===== config.mk =====
export PLATFORM = sky130hd
export DESIGN_NAME = radix_integer_to_text_unit
export DESIGN_NICKNAME = d
export VERILOG_FILES = /design/src/rtt_pkg.sv /design/src/radix_integer_to_text_unit.sv /design/src/rtt_fifo.sv /design/src/rtt_ram.sv /design/src/rtt_front.sv /design/src/rtt_back.sv
export SDC_FILE = /design/constraint.sdc
export NUM_CORES = 1
export LEC_CHECK = 0
export ABC_CLOCK_PERIOD_IN_PS = 40500
export BUFFER_PORTS_ARGS = -buffer_cell sky130_fd_sc_hd__buf_4
export CAP_MARGIN = 10
export CELL_PAD_IN_SITES_DETAIL_PLACEMENT = 0
export CELL_PAD_IN_SITES_GLOBAL_PLACEMENT = 2
export CORE_UTILIZATION = 49
export DETAILED_ROUTE_END_ITERATION = 10
export GPL_TIMING_DRIVEN = 0
export MAX_ROUTING_LAYER = met4
export PLACE_DENSITY = 0.89
export SYNTH_ARGS = -nofsm -noshare
export SYNTH_HDL_FRONTEND = slang
export SYNTH_SLANG_ARGS = --single-unit

===== constraint.sdc =====
create_clock -name clk -period 40.5 [get_ports clk]
set_input_delay 12.15 -clock clk [delete_from_list [all_inputs] [get_ports clk]]
set_output_delay 12.15 -clock clk [all_outputs]
set_load 0.03 [all_outputs]

===== src/rtt_pkg.sv =====
`timescale 1ns / 1ps

package rtt_pkg;

  localparam int NUMBER_BITS_DEF = 32;
  localparam int RADIX_W         = 6;
  localparam int CHAR_W          = 7;

  localparam logic [RADIX_W-1:0] RADIX_RESET = 6'd10;
  localparam logic [RADIX_W-1:0] RADIX_MIN   = 6'd2;
  localparam logic [RADIX_W-1:0] RADIX_MAX   = 6'd36;

  localparam logic [CHAR_W-1:0] CHAR_MINUS       = 7'h2D;
  localparam logic [CHAR_W-1:0] CHAR_NUL         = 7'h00;
  localparam logic [CHAR_W-1:0] CHAR_ZERO        = 7'h30;
  localparam logic [CHAR_W-1:0] CHAR_LETTER_BASE = 7'h57;

  // Quotient bits resolved per cycle by the digit divider.
  localparam int DIV_STEPS = 8;

  localparam int CMD_DEPTH = 2;
  localparam int OUT_DEPTH = 4;

  typedef struct packed {
    logic [CHAR_W-1:0] text_char;
    logic              last;
  } out_item_t;

  function automatic logic [CHAR_W-1:0] digit_char(input logic [RADIX_W-1:0] d);
    logic [CHAR_W-1:0] ch;
    if (d < 6'd10) begin
      ch = CHAR_ZERO + {1'b0, d};
    end else begin
      ch = CHAR_LETTER_BASE + {1'b0, d};
    end
    return ch;
  endfunction

endpackage


===== src/radix_integer_to_text_unit.sv =====
`timescale 1ns / 1ps

// Channel   Direction  Handshake            Payload
// input     in         in_push / in_full    in_number (signed)
// result    out        out_pop / out_empty  out_text_char, out_last
// config    in         cfg_we               cfg_radix
//
// Each digit is found by the divider (8 quotient bits per cycle) and stored in the
// digit RAM; the digits are then read back from the RAM, after a minus sign for a
// negative number.
// A bad radix gives only the terminator.
// Reset is synchronous and clears the queues and the radix (to 10).
// A full result queue stalls the back end; two queued inputs let the front run ahead.

module radix_integer_to_text_unit
  import rtt_pkg::*;
#(
  parameter int NUMBER_BITS = NUMBER_BITS_DEF
) (
  input  logic                          clk,
  input  logic                          rst_n,
  input  logic                          in_push,
  input  logic signed [NUMBER_BITS-1:0] in_number,
  output logic                          in_full,
  output logic [CHAR_W-1:0]             out_text_char,
  output logic                          out_last,
  output logic                          out_empty,
  input  logic                          out_pop,
  input  logic                          cfg_we,
  input  logic [RADIX_W-1:0]            cfg_radix
);

  logic [RADIX_W-1:0]           radix_r;
  logic                         cmd_empty;
  logic                         cmd_pop;
  logic [NUMBER_BITS+RADIX_W+1:0] cmd_data;
  out_item_t                    out_item;

  always_ff @(posedge clk) begin
    if (!rst_n) begin
      radix_r <= RADIX_RESET;
    end else if (cfg_we) begin
      radix_r <= cfg_radix;
    end
  end

  rtt_front #(
    .NUMBER_BITS (NUMBER_BITS)
  ) u_front (
    .clk       (clk),
    .rst_n     (rst_n),
    .in_push   (in_push),
    .in_number (in_number),
    .in_full   (in_full),
    .radix     (radix_r),
    .cmd_empty (cmd_empty),
    .cmd_data  (cmd_data),
    .cmd_pop   (cmd_pop)
  );

  rtt_back #(
    .NUMBER_BITS (NUMBER_BITS)
  ) u_back (
    .clk       (clk),
    .rst_n     (rst_n),
    .cmd_empty (cmd_empty),
    .cmd_data  (cmd_data),
    .cmd_pop   (cmd_pop),
    .out_item  (out_item),
    .out_empty (out_empty),
    .out_pop   (out_pop)
  );

  assign out_text_char = out_item.text_char;
  assign out_last      = out_item.last;

endmodule


===== src/rtt_fifo.sv =====
`timescale 1ns / 1ps

module rtt_fifo #(
  parameter int WIDTH = 8,
  parameter int DEPTH = 2
) (
  input  logic                       clk,
  input  logic                       rst_n,
  input  logic                       push,
  input  logic [WIDTH-1:0]           wdata,
  input  logic                       pop,
  output logic [WIDTH-1:0]           rdata,
  output logic                       empty,
  output logic                       full,
  output logic [$clog2(DEPTH+1)-1:0] count
);

  localparam int PW = $clog2(DEPTH);
  localparam int CW = $clog2(DEPTH + 1);

  logic [WIDTH-1:0] mem_r [DEPTH];
  logic [PW-1:0]    wr_ptr_r, wr_ptr_nxt;
  logic [PW-1:0]    rd_ptr_r, rd_ptr_nxt;
  logic [CW-1:0]    count_r, count_nxt;
  logic             do_push, do_pop;

  assign empty   = (count_r == '0);
  assign full    = (count_r == CW'(DEPTH));
  assign count   = count_r;
  assign rdata   = mem_r[rd_ptr_r];
  assign do_push = push && !full;
  assign do_pop  = pop && !empty;

  always_comb begin
    wr_ptr_nxt = wr_ptr_r;
    rd_ptr_nxt = rd_ptr_r;
    count_nxt  = count_r;
    if (do_push) begin
      wr_ptr_nxt = wr_ptr_r + 1'b1;
    end
    if (do_pop) begin
      rd_ptr_nxt = rd_ptr_r + 1'b1;
    end
    if (do_push && !do_pop) begin
      count_nxt = count_r + 1'b1;
    end else if (do_pop && !do_push) begin
      count_nxt = count_r - 1'b1;
    end
  end

  always_ff @(posedge clk) begin
    if (!rst_n) begin
      wr_ptr_r <= '0;
      rd_ptr_r <= '0;
      count_r  <= '0;
    end else begin
      wr_ptr_r <= wr_ptr_nxt;
      rd_ptr_r <= rd_ptr_nxt;
      count_r  <= count_nxt;
    end
  end

  always_ff @(posedge clk) begin
    if (do_push) begin
      mem_r[wr_ptr_r] <= wdata;
    end
  end

endmodule


===== src/rtt_ram.sv =====
`timescale 1ns / 1ps

module rtt_ram #(
  parameter int WIDTH = 8,
  parameter int DEPTH = 32
) (
  input  logic                     clk,
  input  logic                     we,
  input  logic [$clog2(DEPTH)-1:0] waddr,
  input  logic [WIDTH-1:0]         wdata,
  input  logic [$clog2(DEPTH)-1:0] raddr,
  output logic [WIDTH-1:0]         rdata
);

  logic [WIDTH-1:0] mem_r [DEPTH];
  logic [WIDTH-1:0] rdata_r;

  assign rdata = rdata_r;

  always_ff @(posedge clk) begin
    if (we) begin
      mem_r[waddr] <= wdata;
    end
    rdata_r <= mem_r[raddr];
  end

endmodule


===== src/rtt_front.sv =====
`timescale 1ns / 1ps

module rtt_front
  import rtt_pkg::*;
#(
  parameter int NUMBER_BITS = NUMBER_BITS_DEF
) (
  input  logic                               clk,
  input  logic                               rst_n,
  input  logic                               in_push,
  input  logic signed [NUMBER_BITS-1:0]      in_number,
  output logic                               in_full,
  input  logic [RADIX_W-1:0]                 radix,
  output logic                               cmd_empty,
  output logic [NUMBER_BITS+RADIX_W+1:0]     cmd_data,
  input  logic                               cmd_pop
);

  localparam int ENTRY_W = NUMBER_BITS + RADIX_W + 2;

  logic                   negative;
  logic [NUMBER_BITS-1:0] magnitude;
  logic                   base_ok;
  logic [ENTRY_W-1:0]     entry;
  logic                   full;
  logic [$clog2(CMD_DEPTH+1)-1:0] cmd_count;

  // Negating the most negative value wraps to itself, which read unsigned is
  // exactly its magnitude.
  assign negative  = in_number[NUMBER_BITS-1];
  assign magnitude = negative ? (~in_number + 1'b1) : in_number;
  assign base_ok   = (radix >= RADIX_MIN) && (radix <= RADIX_MAX);
  assign entry     = {negative, base_ok, radix, magnitude};
  assign in_full   = full;

  rtt_fifo #(
    .WIDTH (ENTRY_W),
    .DEPTH (CMD_DEPTH)
  ) u_cmd_q (
    .clk   (clk),
    .rst_n (rst_n),
    .push  (in_push),
    .wdata (entry),
    .pop   (cmd_pop),
    .rdata (cmd_data),
    .empty (cmd_empty),
    .full  (full),
    .count (cmd_count)
  );

endmodule


===== src/rtt_back.sv =====
`timescale 1ns / 1ps

module rtt_back
  import rtt_pkg::*;
#(
  parameter int NUMBER_BITS = NUMBER_BITS_DEF
) (
  input  logic                           clk,
  input  logic                           rst_n,
  input  logic                           cmd_empty,
  input  logic [NUMBER_BITS+RADIX_W+1:0] cmd_data,
  output logic                           cmd_pop,
  output out_item_t                      out_item,
  output logic                           out_empty,
  input  logic                           out_pop
);

  localparam int CNT_W = $clog2(NUMBER_BITS + 1);
  localparam int IDX_W = $clog2(NUMBER_BITS);
  localparam int OCW   = $clog2(OUT_DEPTH + 1);

  typedef enum logic [4:0] {
    ST_IDLE = 5'b00001,
    ST_DIV  = 5'b00010,
    ST_SIGN = 5'b00100,
    ST_EMIT = 5'b01000,
    ST_NUL  = 5'b10000
  } state_t;

  state_t                 state_r, state_nxt;
  logic [NUMBER_BITS-1:0] quot_r, quot_nxt;
  logic [RADIX_W-1:0]     rem_r, rem_nxt;
  logic [CNT_W-1:0]       bits_r, bits_nxt;
  logic [CNT_W-1:0]       ndig_r, ndig_nxt;
  logic                   neg_r, neg_nxt;
  logic [RADIX_W-1:0]     base_r, base_nxt;
  logic                   rd_pend_r, rd_pend_nxt;

  logic [NUMBER_BITS-1:0] div_w;
  logic [RADIX_W-1:0]     div_r;
  logic [RADIX_W:0]       div_t;
  logic                   div_last;
  logic [CNT_W-1:0]       ndig_dec;

  logic                   ram_we;
  logic [IDX_W-1:0]       ram_raddr;
  logic [RADIX_W-1:0]     ram_rdata;

  logic                   push;
  out_item_t              push_item;
  logic                   out_full;
  logic [OCW-1:0]         out_count;
  logic                   room;

  // Front-end entry fields.
  logic                   c_neg;
  logic                   c_base_ok;
  logic [RADIX_W-1:0]     c_base;
  logic [NUMBER_BITS-1:0] c_mag;

  assign {c_neg, c_base_ok, c_base, c_mag} = cmd_data;

  // Restoring division, several quotient bits per cycle. The partial
  // remainder stays below the base, so it never needs more than 6 bits.
  always_comb begin
    div_w = quot_r;
    div_r = rem_r;
    div_t = '0;
    for (int k = 0; k < DIV_STEPS; k++) begin
      if (bits_r > CNT_W'(k)) begin
        div_t = {div_r, div_w[NUMBER_BITS-1]};
        div_w = {div_w[NUMBER_BITS-2:0], 1'b0};
        if (div_t >= {1'b0, base_r}) begin
          div_t    = div_t - {1'b0, base_r};
          div_w[0] = 1'b1;
        end
        div_r = div_t[RADIX_W-1:0];
      end
    end
  end

  assign div_last  = (bits_r <= CNT_W'(DIV_STEPS));
  assign ndig_dec  = ndig_r - 1'b1;
  assign ram_raddr = ndig_dec[IDX_W-1:0];
  // A read issued now lands in the queue next cycle, behind any read in flight.
  assign room      = (out_count + OCW'(rd_pend_r)) < OCW'(OUT_DEPTH);

  always_comb begin
    state_nxt   = state_r;
    quot_nxt    = quot_r;
    rem_nxt     = rem_r;
    bits_nxt    = bits_r;
    ndig_nxt    = ndig_r;
    neg_nxt     = neg_r;
    base_nxt    = base_r;
    rd_pend_nxt = 1'b0;
    ram_we      = 1'b0;
    cmd_pop     = 1'b0;
    push        = 1'b0;
    push_item   = '{text_char: CHAR_NUL, last: 1'b0};

    if (rd_pend_r) begin
      push      = 1'b1;
      push_item = '{text_char: digit_char(ram_rdata), last: 1'b0};
    end

    case (state_r)
      ST_IDLE: begin
        if (!cmd_empty) begin
          cmd_pop  = 1'b1;
          quot_nxt = c_mag;
          rem_nxt  = '0;
          bits_nxt = CNT_W'(NUMBER_BITS);
          ndig_nxt = '0;
          neg_nxt  = c_neg;
          base_nxt = c_base;
          state_nxt = c_base_ok ? ST_DIV : ST_NUL;
        end
      end
      ST_DIV: begin
        if (div_last) begin
          ram_we   = 1'b1;
          ndig_nxt = ndig_r + 1'b1;
          quot_nxt = div_w;
          rem_nxt  = '0;
          bits_nxt = CNT_W'(NUMBER_BITS);
          if (div_w == '0) begin
            state_nxt = neg_r ? ST_SIGN : ST_EMIT;
          end
        end else begin
          quot_nxt = div_w;
          rem_nxt  = div_r;
          bits_nxt = bits_r - CNT_W'(DIV_STEPS);
        end
      end
      ST_SIGN: begin
        if (!out_full) begin
          push      = 1'b1;
          push_item = '{text_char: CHAR_MINUS, last: 1'b0};
          state_nxt = ST_EMIT;
        end
      end
      ST_EMIT: begin
        // Digits were stored least significant first; read them back down.
        if (ndig_r == '0) begin
          state_nxt = ST_NUL;
        end else if (room) begin
          rd_pend_nxt = 1'b1;
          ndig_nxt    = ndig_dec;
        end
      end
      ST_NUL: begin
        if (!rd_pend_r && !out_full) begin
          push      = 1'b1;
          push_item = '{text_char: CHAR_NUL, last: 1'b1};
          state_nxt = ST_IDLE;
        end
      end
      default: begin
        state_nxt = ST_IDLE;
      end
    endcase
  end

  always_ff @(posedge clk) begin
    if (!rst_n) begin
      state_r   <= ST_IDLE;
      rd_pend_r <= 1'b0;
    end else begin
      state_r   <= state_nxt;
      rd_pend_r <= rd_pend_nxt;
    end
  end

  always_ff @(posedge clk) begin
    quot_r <= quot_nxt;
    rem_r  <= rem_nxt;
    bits_r <= bits_nxt;
    ndig_r <= ndig_nxt;
    neg_r  <= neg_nxt;
    base_r <= base_nxt;
  end

  rtt_ram #(
    .WIDTH (RADIX_W),
    .DEPTH (NUMBER_BITS)
  ) u_digit_ram (
    .clk   (clk),
    .we    (ram_we),
    .waddr (ndig_r[IDX_W-1:0]),
    .wdata (div_r),
    .raddr (ram_raddr),
    .rdata (ram_rdata)
  );

  rtt_fifo #(
    .WIDTH ($bits(out_item_t)),
    .DEPTH (OUT_DEPTH)
  ) u_out_q (
    .clk   (clk),
    .rst_n (rst_n),
    .push  (push),
    .wdata (push_item),
    .pop   (out_pop),
    .rdata (out_item),
    .empty (out_empty),
    .full  (out_full),
    .count (out_count)
  );

endmodule

==> After elaboration in Yosys (flattened, before gate mapping) <==
Memories as Yosys holds them, arrays and structs flattened. A register that Yosys moved wholly into a read port is not among the register bits.
Index checks and enable logic that the tools add are counted.
{ "totals": {"mem_bits_rw": 304, "in_bits": 43, "n_memories": 3, "output_inout_bits": 10, "elab_cells": 195, "regBits": 80} }
{ "memory_table": {"columns": ["memory", "depth", "width", "rd", "rd_clocked_by_memory_dff", "wr", "line_no", "rtl"], "rows": [
  ["u_back.u_digit_ram.mem_r", 32, 6, 1, 1, 1, "rtt_ram.sv:15", "logic [WIDTH-1:0] mem_r [DEPTH];"],
  ["u_front.u_cmd_q.mem_r", 2, 40, 1, 1, 1, "rtt_fifo.sv:21", "logic [WIDTH-1:0] mem_r [DEPTH];"],
  ["u_back.u_out_q.mem_r", 4, 8, 1, 1, 1, "rtt_fifo.sv:21", null]
]} }
{ "op_classes": {"n_reduce_logical": 32, "add_sub_neg": 23, "muxes": 82, "n_lt_le_gt_ge": 21, "n_bitwise": 4, "n_eq_ne": 15} }
{ "ops": {"columns": ["op", "count"], "rows": [
  ["2-to-1 mux 32 bit", 10],
  ["2-to-1 mux 6 bit", 23],
  ["case mux 32 bit (2 select lines)", 1],
  ["greater-or-equal comparator 7 x 6 -> 1 bit", 8],
  ["subtractor 6 bit", 8],
  ["2-to-1 mux 5 bit", 7],
  ["adder 32 x 1 -> 32 bit, second input constant", 1],
  ["zero test 32 bit", 1],
  ["inverter 32 bit", 1],
  ["case mux 5 bit (5 select lines)", 1],
  ["> comparator 6 x 3 -> 1 bit, second input constant", 4],
  ["2-to-1 mux 1 bit", 24],
  ["2-to-1 mux 8 bit", 3],
  ["case mux 6 bit (2 select lines)", 2],
  ["case mux 6 bit (3 select lines)", 1],
  ["case mux 8 bit (2 select lines)", 1],
  ["> comparator 6 x 1 -> 1 bit, second input constant", 2],
  ["> comparator 6 x 2 -> 1 bit, second input constant", 2],
  ["logical AND 1 bit", 10],
  ["!= test 2 x 1 -> 1 bit, second input constant", 5],
  ["zero test 1 bit", 9],
  ["2-to-1 mux 2 bit", 4],
  ["adder 6 x 6 -> 7 bit, first input constant", 1],
  ["adder 7 x 6 -> 7 bit, first input constant", 1],
  ["36 further kinds", 47]
]} }

==> Logic depth before layout (Yosys ltp) <==
Gate-level depths: netlist (run 1).
{ "logic_depth": {"word_depth": 28, "depth_mapped": 86, "mapped_depth_nobuf": 84} }

==> Cells and area by module <==
Synthesis (run 1) repeated with hierarchy kept, for this count alone.
{ "unflattened": {"hier_cells": 1479, "hier_area_um2": 19755.2} }
{ "modules_own_cells": {"columns": ["mod", "cells_per_inst", "instances", "area_per_inst_um2", "seq_area_each_um2"], "rows": [
  ["rtt_ram", 323, 1, 7589.8, 5885.6],
  ["rtt_back", 796, 1, 6417.4, 1741.7],
  ["rtt_fifo at u_front.u_cmd_q", 149, 1, 3106.7, 2502.4],
  ["rtt_fifo at u_back.u_out_q", 90, 1, 1639.1, 1141.1],
  ["rtt_front", 102, 1, 778.2, 0.0],
  ["radix_integer_to_text_unit", 19, 1, 224.0, 120.1]
]} }

==> Least setup slack after synthesis (run 1) <==
OpenSTA, ideal clock, no wires.
{ "synth_path": {"path_kind": "reg2reg", "startpoint": "register u_back.bits_r[5]", "endpoint": "memory u_back.u_digit_ram.mem_r[0][2] (netlist bit) (data pin)", "required_ns": 40.055, "stages_incl_launch_ff": 84, "synth_period_minus_slack_ns": 17.320, "path_slack_ns": 23.180, "arrival_time_ns": 16.876, "setup_ns": 0.445, "n_path_buf": 7, "path_cell_list": "edfxtp_1 > or3_1 > buf_2 > buf_1 > clkbuf_1 > buf_1 > clkbuf_1 > buf_1 > a21oi_1 > ha_1 > nor2b_1 > o31a_1 > o31a_1 > a21oi_4 > o221ai_1 > nor2b_1 > ha_1 > o21ai_0 > [48 not listed] > a21o_1 > a21o_1 > a211oi_1 > nand2_1 > or3_4 > nand2_1 > mux2i_1 > nor2_1 > nor2_1 > ha_1 > a21o_1 > a21o_1 > a21o_1 > o21bai_1 > a21o_1 > inv_1 > a311oi_1 > nor3_1"} }
{ "synth_between": {"elab_chain_len": 23, "word_cells_on_any_way": 44, "classes_between": "add/sub: 7; order compare: 15; mux: 22"} }
{ "synth_rtl": {"columns": ["element", "line_no", "rtl"], "rows": [
  ["from (decl)", "rtt_back.sv:33", "logic [CNT_W-1:0] bits_r, bits_nxt;"],
  ["from (signal assigned)", "rtt_back.sv:178", "bits_r <= bits_nxt;"],
  ["> comparator 6 x 1 -> 1 bit", "rtt_back.sv:70", "if (bits_r > CNT_W'(k)) begin"],
  ["2-to-1 mux 32 bit or 2-to-1 mux 6 bit (tied branches)", "rtt_back.sv:70", null],
  ["subtractor 6 bit or greater-or-equal comparator 7 x 6 -> 1 bit (tied branches)", "rtt_back.sv:74, rtt_back.sv:73", null],
  ["2-to-1 mux 6 bit", "rtt_back.sv:73", "if (div_t >= {1'b0, base_r}) begin"],
  ["2-to-1 mux 6 bit", "rtt_back.sv:70", null],
  ["subtractor 6 bit or greater-or-equal comparator 7 x 6 -> 1 bit (tied branches)", "rtt_back.sv:74, rtt_back.sv:73", null],
  ["2-to-1 mux 6 bit", "rtt_back.sv:73", null],
  ["2-to-1 mux 6 bit", "rtt_back.sv:70", null],
  ["[8 not listed]", null, null],
  ["2-to-1 mux 6 bit", "rtt_back.sv:70", null],
  ["greater-or-equal comparator 7 x 6 -> 1 bit or subtractor 6 bit (tied branches)", "rtt_back.sv:73, rtt_back.sv:74", null],
  ["2-to-1 mux 6 bit", "rtt_back.sv:73", null],
  ["2-to-1 mux 6 bit", "rtt_back.sv:70", null],
  ["subtractor 6 bit or greater-or-equal comparator 7 x 6 -> 1 bit (tied branches)", "rtt_back.sv:74, rtt_back.sv:73", null],
  ["2-to-1 mux 6 bit", "rtt_back.sv:73", null],
  ["2-to-1 mux 6 bit (*)", "rtt_back.sv:70", null],
  ["via u_back.div_r[2]", "rtt_back.sv:40", "logic [RADIX_W-1:0] div_r;"],
  ["to (decl)", "rtt_ram.sv:15", null]
]} }
The timed path passes the listed nets; every way through them passes the cells marked *.

==> Final worst setup path (run 1) <==
{ "layout_path": {"startpoint": "register u_back.bits_r[5]", "endpoint": "memory u_back.u_digit_ram.mem_r[28][4] (netlist bit) (data pin)"} }
The elaborated chain is that of the path after synthesis.

==> metrics.yaml, run 1 <==
grt_pass1_vias: 12100
hold_slack_ps: 502
post-cts-setup-buffers: 0
cp-endpoint: "u_back.u_digit_ram.mem_r[28][4]$_DFFE_PP_"
setup_violations: 0
use_met2_pct: 35.7
status: "complete, no violations"
nNetsFinal: 1669
die_area_um2: 40400
arrival_ps: 21810
finalHoldViolCount: 0
grt.met3_usage_pct: 3.15
synth_edf_count: 358
grt_pass1_wl_um: 71600
ant_nets: 0
met1_usage_pct: 35.2
htreeDepth: 2
rows: 72
slowest_delay_ps: 790
r2r_end: "u_back.u_digit_ram.mem_r[28][4]$_DFFE_PP_"
maxCapViolations: 0
clk_latency_ps: 560
die_h_um: 201
cpMaxStageDelayCell: "a31oi_4"
timing.final.crit_share_pct: 53.4
wl_um: 46300
yosys_register_bits: 390
first_pass_iters: 5
path_clk_slew_ps: 60
seq_area_frac_synth_pct: 58.7
async_flop_share_pct: 0
cts_root_buf: "clkbuf_16"
grt_setup_unrepaired: "false"
grt_max_degree: 41
die_w_um: 201
cts_inserted_buffers: 40
r2r.worst_path.cells: 84
synth.largest_area_cell: "edfxtp_1"
grt_busiest_layer: "met2"
clock_path_buffers: 3
drv_slew: 0
antenna_found_initial: 0
syn_area_per_cell_um2: 13.4
fmax_mhz: 46.3
yosys.cell_types.count: 77
start_util_pct: 50.0
hold_class: "reg2reg"
startpoint: "u_back.bits_r[5]$_SDFFCE_PP1P_"
gp_congestion: 0.890
timing.reg2reg.setup_slack_ps: 18880
vias: 12400
holdPathStages: 0
finClkSkew_ps: 28.8
via_per_inst: 5.91
postCtsHoldBufs: 0
wl_per_cell_um: 22.1
worst-path-max-fanout: 32
cts_tree: "done"
r2r_start: "u_back.bits_r[5]$_SDFFCE_PP1P_"
worst_pin_slew_ps: 1330
insertedDiodeCount: 0
start_kind: "flop"
syn_to_final_growth_pct: 13.3
fin_crit_ps: 21620
netlist_area_um2: 19400
drt_iter0_markers: 976
path_class: "reg2reg"
core_um2: 38800
synth_top_cell_area_share_pct: 55.4
drc: 0
cts_resized: 0
layout-drive-gt1-share_pct: 15.5
yosys_warnings: 0
synth_cells: 1451
crit_required_ps: 40690
numClockSinks: 390
grt.total_usage_pct: 24.0
grt_remaining_overflow: 0
ioPinCount: 53
setup-tns-final_ps: 0
placed_area_um2: 20600
relSlewSlack_pct: 10.1
endpoint_kind: "flop"
final_util_pct: 56.7
io_buffers: 50
yosys-top-cells-area: "edfxtp_1 55%, mux4_2 7.9%, ha_1 4.2%"
ys.flop_type: "edfxtp_1"
synth_fp_nets: 1568
hpwlAfterDp_um: 33300
yosysMostFrequentCell: "edfxtp_1"
synthTopCellsByCount: "358 x edfxtp_1, 135 x nor2_1, 111 x nand2_1, 68 x mux4_2, 65 x ha_1"
final_area_um2: 22000
cp_common_cell: "o21ai_0"
==> cells in the final DEF, fill, tap and decap left out, drive strengths merged, types with 4 or more instances in the layout <==
cell and count:
nor3b 5, o21ai 55, mux2i 38, a21o 20
buf 76, o31ai 9, fa 9, nor4 11
or4 5, nor2 135, and2 8, dfxtp 32
o21a 5, ha 65, clkbuf 86, o21bai 4
nand4 7, o41ai 4, xnor2 50, nand3 15
xor2 26, nor2b 39, or3 13, and3 4
edfxtp 358, bufinv 7, nand2b 16, o211ai 11
mux4 68, a21oi 53, nand2 111, nor3 20
mux2 24, a211oi 38, clkinv 17, a31oi 29
a32oi 4, o22ai 5, inv 50
==> per-stage QoR <==
stage	cells	setup WS, ps
after floorplan	1451	23180
after global placement	2019	17310
after detailed placement	2028	19130
after CTS	2100	19050
after global routing	2100	17330
final	2100	18880
==> worst min path at each step <==
stage,startpoint,end,slack [ps]
6_report,radix_r[4]$_SDFFE_PN0P_,u_front.u_cmd_q.mem_r[1][36]$_DFFE_PP_,500
5_1_grt,radix_r[3]$_SDFFE_PN1P_,u_front.u_cmd_q.mem_r[1][35]$_DFFE_PP_,520
4_1_cts,radix_r[4]$_SDFFE_PN0P_,u_front.u_cmd_q.mem_r[1][36]$_DFFE_PP_,510
3_5_place_dp,radix_r[4]$_SDFFE_PN0P_,u_front.u_cmd_q.mem_r[1][36]$_DFFE_PP_,490
3_3_place_gp,u_front.u_cmd_q.rd_ptr_r$_SDFFE_PN0P_,u_front.u_cmd_q.rd_ptr_r$_SDFFE_PN0P_,480
2_1_floorplan,radix_r[0]$_SDFFE_PN0P_,u_front.u_cmd_q.mem_r[0][32]$_DFFE_PP_,440
==> registers in the layout (all words and copies together) (netlist names), 5 cells and up, named ones only <==
register and flops:
u_front.u_cmd_q.mem_r 80, u_back.ndig_r 6, u_back.quot_r 32, u_back.rem_r 6, radix_r 6, u_back.u_out_q.mem_r 32
u_back.u_digit_ram.mem_r 192, u_back.state_r 5, u_back.base_r 6, u_back.u_digit_ram.rdata 6
==> logic make-up after synthesis <==
group / after synthesis / share of synthesized area (%)
buffers and inverters: 107 / 2.10
flip-flops: 390 / 58.7
AND/OR/NAND/NOR: 404 / 9.91
AO/OA/AOI/OAI: 270 / 9.42
adder cells (fa/ha/maj): 74 / 5.12
multiplexers: 130 / 11.3
XOR/XNOR: 76 / 3.43
==> worst max-delay path: cells and delay by family, from the launching register on <==
family          cells  cell delay [ps]
compound gates     38             9480
fa+ha+maj           7             2270
buf+inv             8             3000
flops               1              460
mux                 7             2050
simple gates       24             3890
==> area by class of cell <==
class                      instances  area (um2)
multi-input combinational        954        7660
clock inverter                    27         347
timing repair buffer              59         522
sequential                       390       11400
inverter                          49         184
buffer                            58         223
tap                              518         648
fill                            3129       16800
clock buffer                      45        1030
==> routing by layer <==
metal  share of wire [%]  vias to the layer above
li1                    -                     5769
met1                  46                     6146
met2                  45                      424
met3                 6.4                       62
met4                 1.9                        0
met5                   0                        -
Power of run 1 is not shown: default switching activity piles up to over one toggle a cycle in this logic, so the estimate is an artifact.
==> run 2, diff against run 1 <==
--- a/config.mk
+++ b/config.mk
@@ -5,16 +5,16 @@
 export SDC_FILE = /design/constraint.sdc
 export NUM_CORES = 1
 export LEC_CHECK = 0
-export ABC_CLOCK_PERIOD_IN_PS = 40500
+export ABC_CLOCK_PERIOD_IN_PS = 20000
 export BUFFER_PORTS_ARGS = -buffer_cell sky130_fd_sc_hd__buf_4
 export CAP_MARGIN = 10
 export CELL_PAD_IN_SITES_DETAIL_PLACEMENT = 0
 export CELL_PAD_IN_SITES_GLOBAL_PLACEMENT = 2
-export CORE_UTILIZATION = 49
+export CORE_UTILIZATION = 45
 export DETAILED_ROUTE_END_ITERATION = 10
 export GPL_TIMING_DRIVEN = 0
 export MAX_ROUTING_LAYER = met4
-export PLACE_DENSITY = 0.89
+export PLACE_DENSITY = 0.83
 export SYNTH_ARGS = -nofsm -noshare
 export SYNTH_HDL_FRONTEND = slang
 export SYNTH_SLANG_ARGS = --single-unit
==> constraint.sdc (replaced) <==
create_clock -name clk -period 20 [get_ports clk]
set_input_delay 6 -clock clk [delete_from_list [all_inputs] [get_ports clk]]
set_output_delay 6 -clock clk [all_outputs]
set_load 0.03 [all_outputs]
==> run 2 against run 1 <==
Global-route usage fell by 1.7 points. Die area rose by 8.8%. Via count shrank 0.15%. Clock-buffer cell count increased by 3. Maximum frequency increased by 14%. Hold slack better by 5.9 ps. Core utilization fell by 3.9 points.
==> metrics.yaml, run 2 (synthesis results as in run 1) <==
status: "complete, no violations"  # unchanged
fin_crit_ps: 18890  # was 21620 ps
ant_nets: 0  # unchanged
multiInputGateArea_um2: 7790  # was 7660 um2
grt_setup_unrepaired: "false"  # unchanged
pre_cts_slack_ps: -1300  # was 19130 ps
cts_inserted_buffers: 40  # unchanged
arrival_ps: 19170  # was 21810 ps
grt_max_degree: 41  # unchanged
grt_pass1_wl_um: 71800  # was 71600 um
met3_length_um: 3100  # was 2990 um
final_common_cell: "edfxtp_1"  # unchanged
crit_buf_inv: 12  # was 8
fillers: 3554  # was 3129
fmax_mhz: 52.9  # was 46.3 MHz
cp-endpoint: "u_back.u_digit_ram.mem_r[21][2]$_DFFE_PP_"  # was u_back.u_digit_ram.mem_r[28][4]$_DFFE_PP_
via_per_inst: 5.78  # was 5.91
start_kind: "flop"  # unchanged
worst-path-max-fanout: 17  # was 32
io_buffers: 50  # unchanged
hold_class: "reg2reg"  # unchanged
wl_met1_um: 22200  # was 21500 um
r2r.worst_path.cells: 86  # was 84
timing.final.crit_share_pct: 94.5  # was 53.4%
antenna_found_initial: 4  # was 0
htreeDepth: 2  # unchanged
drc: 0  # unchanged
finalHoldViolCount: 0  # unchanged
start_util_pct: 46.0  # was 50.0%
r2r_end: "u_back.u_digit_ram.mem_r[21][2]$_DFFE_PP_"  # was u_back.u_digit_ram.mem_r[28][4]$_DFFE_PP_
finClkSkew_ps: 15.7  # was 28.8 ps
path_class: "reg2reg"  # unchanged
grt_remaining_overflow: 0  # unchanged
worst_pin_slew_ps: 1240  # was 1330 ps
layout_common_cells: "358 x edfxtp_1, 129 x nor2_1, 110 x nand2_1, 72 x buf_4, 68 x mux4_2"  # was 358 x edfxtp_1, 132 x nor2_1, 110 x nand2_1, 68 x mux4_2, 65 x ha_1
first_pass_iters: 5  # unchanged
postCtsHoldBufs: 0  # unchanged
drv_slew: 0  # unchanged
layout-drive-gt1-share_pct: 17.9  # was 15.5%
cts_root_buf: "clkbuf_16"  # unchanged
path_clk_slew_ps: 60  # about the same
wl_per_cell_um: 22.1  # about the same
top_register: "u_back.u_digit_ram.mem_r"  # unchanged
grt.total_usage_pct: 22.4  # was 24.0%
die_w_um: 210  # was 201 um
numClockSinks: 390  # unchanged
rows: 75  # was 72
slowest_delay_ps: 500  # was 790 ps
path_depth: 86  # was 84
timing.reg2reg.setup_slack_ps: 1110  # was 18880 ps
wl_um: 47300  # was 46300 um
die_h_um: 210  # was 201 um
crit_family: "compound AO/OA/AOI/OAI gates"  # unchanged
startpoint: "u_back.bits_r[5]$_SDFFCE_PP1P_"  # unchanged
syn_to_final_growth_pct: 14.7  # was 13.3%
grt_pass1_vias: 12200  # was 12100
cts_tree: "done"  # unchanged
ioPinCount: 53  # unchanged
top_regs: "u_back.u_digit_ram.mem_r: 192 flops, u_front.u_cmd_q.mem_r: 80 flops"  # unchanged
gp_congestion: 0.906  # was 0.890
nNetsFinal: 1692  # was 1669
vias: 12400  # about the same
fin_ws_ps: 1110  # was 18880 ps
highest_layer: "met4"  # unchanged
drt_iter0_markers: 921  # was 976
largest_register_ffs: 192  # unchanged
hpwlAfterDp_um: 33800  # was 33300 um
clk_latency_ps: 550  # was 560 ps
cp_common_cell: "o21ai_0"  # unchanged
setup_violations: 0  # unchanged
die_area_um2: 44000  # was 40400 um2
crit_required_ps: 20280  # was 40690 ps
wl_met2_um: 21000  # was 20900 um
maxCapViolations: 0  # unchanged
clock_path_buffers: 3  # unchanged
core_um2: 42200  # was 38800 um2
cpMaxStageDelayCell: "edfxtp_1"  # was a31oi_4
r2r_start: "u_back.bits_r[5]$_SDFFCE_PP1P_"  # unchanged
endpoint_kind: "flop"  # unchanged
register_area_um2: 11400  # unchanged
relSlewSlack_pct: 16.7  # was 10.1%
[run 2: worst min-delay path by stage]
stage,from,end,slack [ps],cells past startpoint
6_report,u_front.u_cmd_q.rd_ptr_r$_SDFFE_PN0P_,flop,510,2
5_1_grt,radix_r[0]$_SDFFE_PN0P_,u_front.u_cmd_q.mem_r[0][32]$_DFFE_PP_,530,0
4_1_cts,u_front.u_cmd_q.rd_ptr_r$_SDFFE_PN0P_,flop,510,2
3_5_place_dp,radix_r[0]$_SDFFE_PN0P_,u_front.u_cmd_q.mem_r[0][32]$_DFFE_PP_,490,0
3_3_place_gp,radix_r[3]$_SDFFE_PN1P_,u_front.u_cmd_q.mem_r[0][35]$_DFFE_PP_,480,0
2_1_floorplan,radix_r[0]$_SDFFE_PN0P_,u_front.u_cmd_q.mem_r[0][32]$_DFFE_PP_,440,0
[run 2: final cells by class]
type	instances	area share, %
Sequential cell	390	51.2
Multi-Input combinational cell	955	35.0
Clock buffer	48	4.68
Timing Repair Buffer	81	3.29
Tap cell	539	3.03
Buffer	58	1.12
Inverter	49	0.860
Clock inverter	20	0.821
Antenna cell	4	0.0450
[run 2: through the flow]
| stage | hold slack, ps | util [%] | cell area [um2] | setup TNS (ps) | instances |
|---|---|---|---|---|---|
| after floorplan | 442 | - | 19400 | 0 | 1451 |
| after global placement | 482 | 48.5 | 20500 | -480520 | 2040 |
| after detailed placement | 490 | 49.0 | 20700 | -202860 | 2049 |
| after CTS | 507 | 52.1 | 22000 | 0 | 2122 |
| after global routing | 528 | 52.7 | 22300 | 0 | 2144 |
| final | 508 | 52.7 | 22300 | 0 | 2144 |
[run 2: what timing repair did]
| item | in CTS | in global routing |
|---|---|---|
| pin swaps | 2 | 5 |
| gates resized for setup | 18 | 30 |
| cloned | 1 | 0 |
| setup buffers | 4 | 18 |
| setup endpoints to repair | 202 | 202 |
[run 2: worst reg2reg max path: cells and delay by family, from the launching register on]
kind                     cells  cell delay, ps
buffers and inverters       12            2520
flip-flops                   1             500
adder cells (fa/ha/maj)      7            2090
multiplexers                 8            2240
AO/OA/AOI/OAI               35            7490
AND/OR/NAND/NOR             24            3780
[run 2: metal layers]
metal,up-vias,track usage (%)
met2,379,32.9
met5,-,-
met4,0,6.07
met1,6110,32.3
li1,5832,-
met3,62,3.73
Power of run 2 is left out for the same reason.
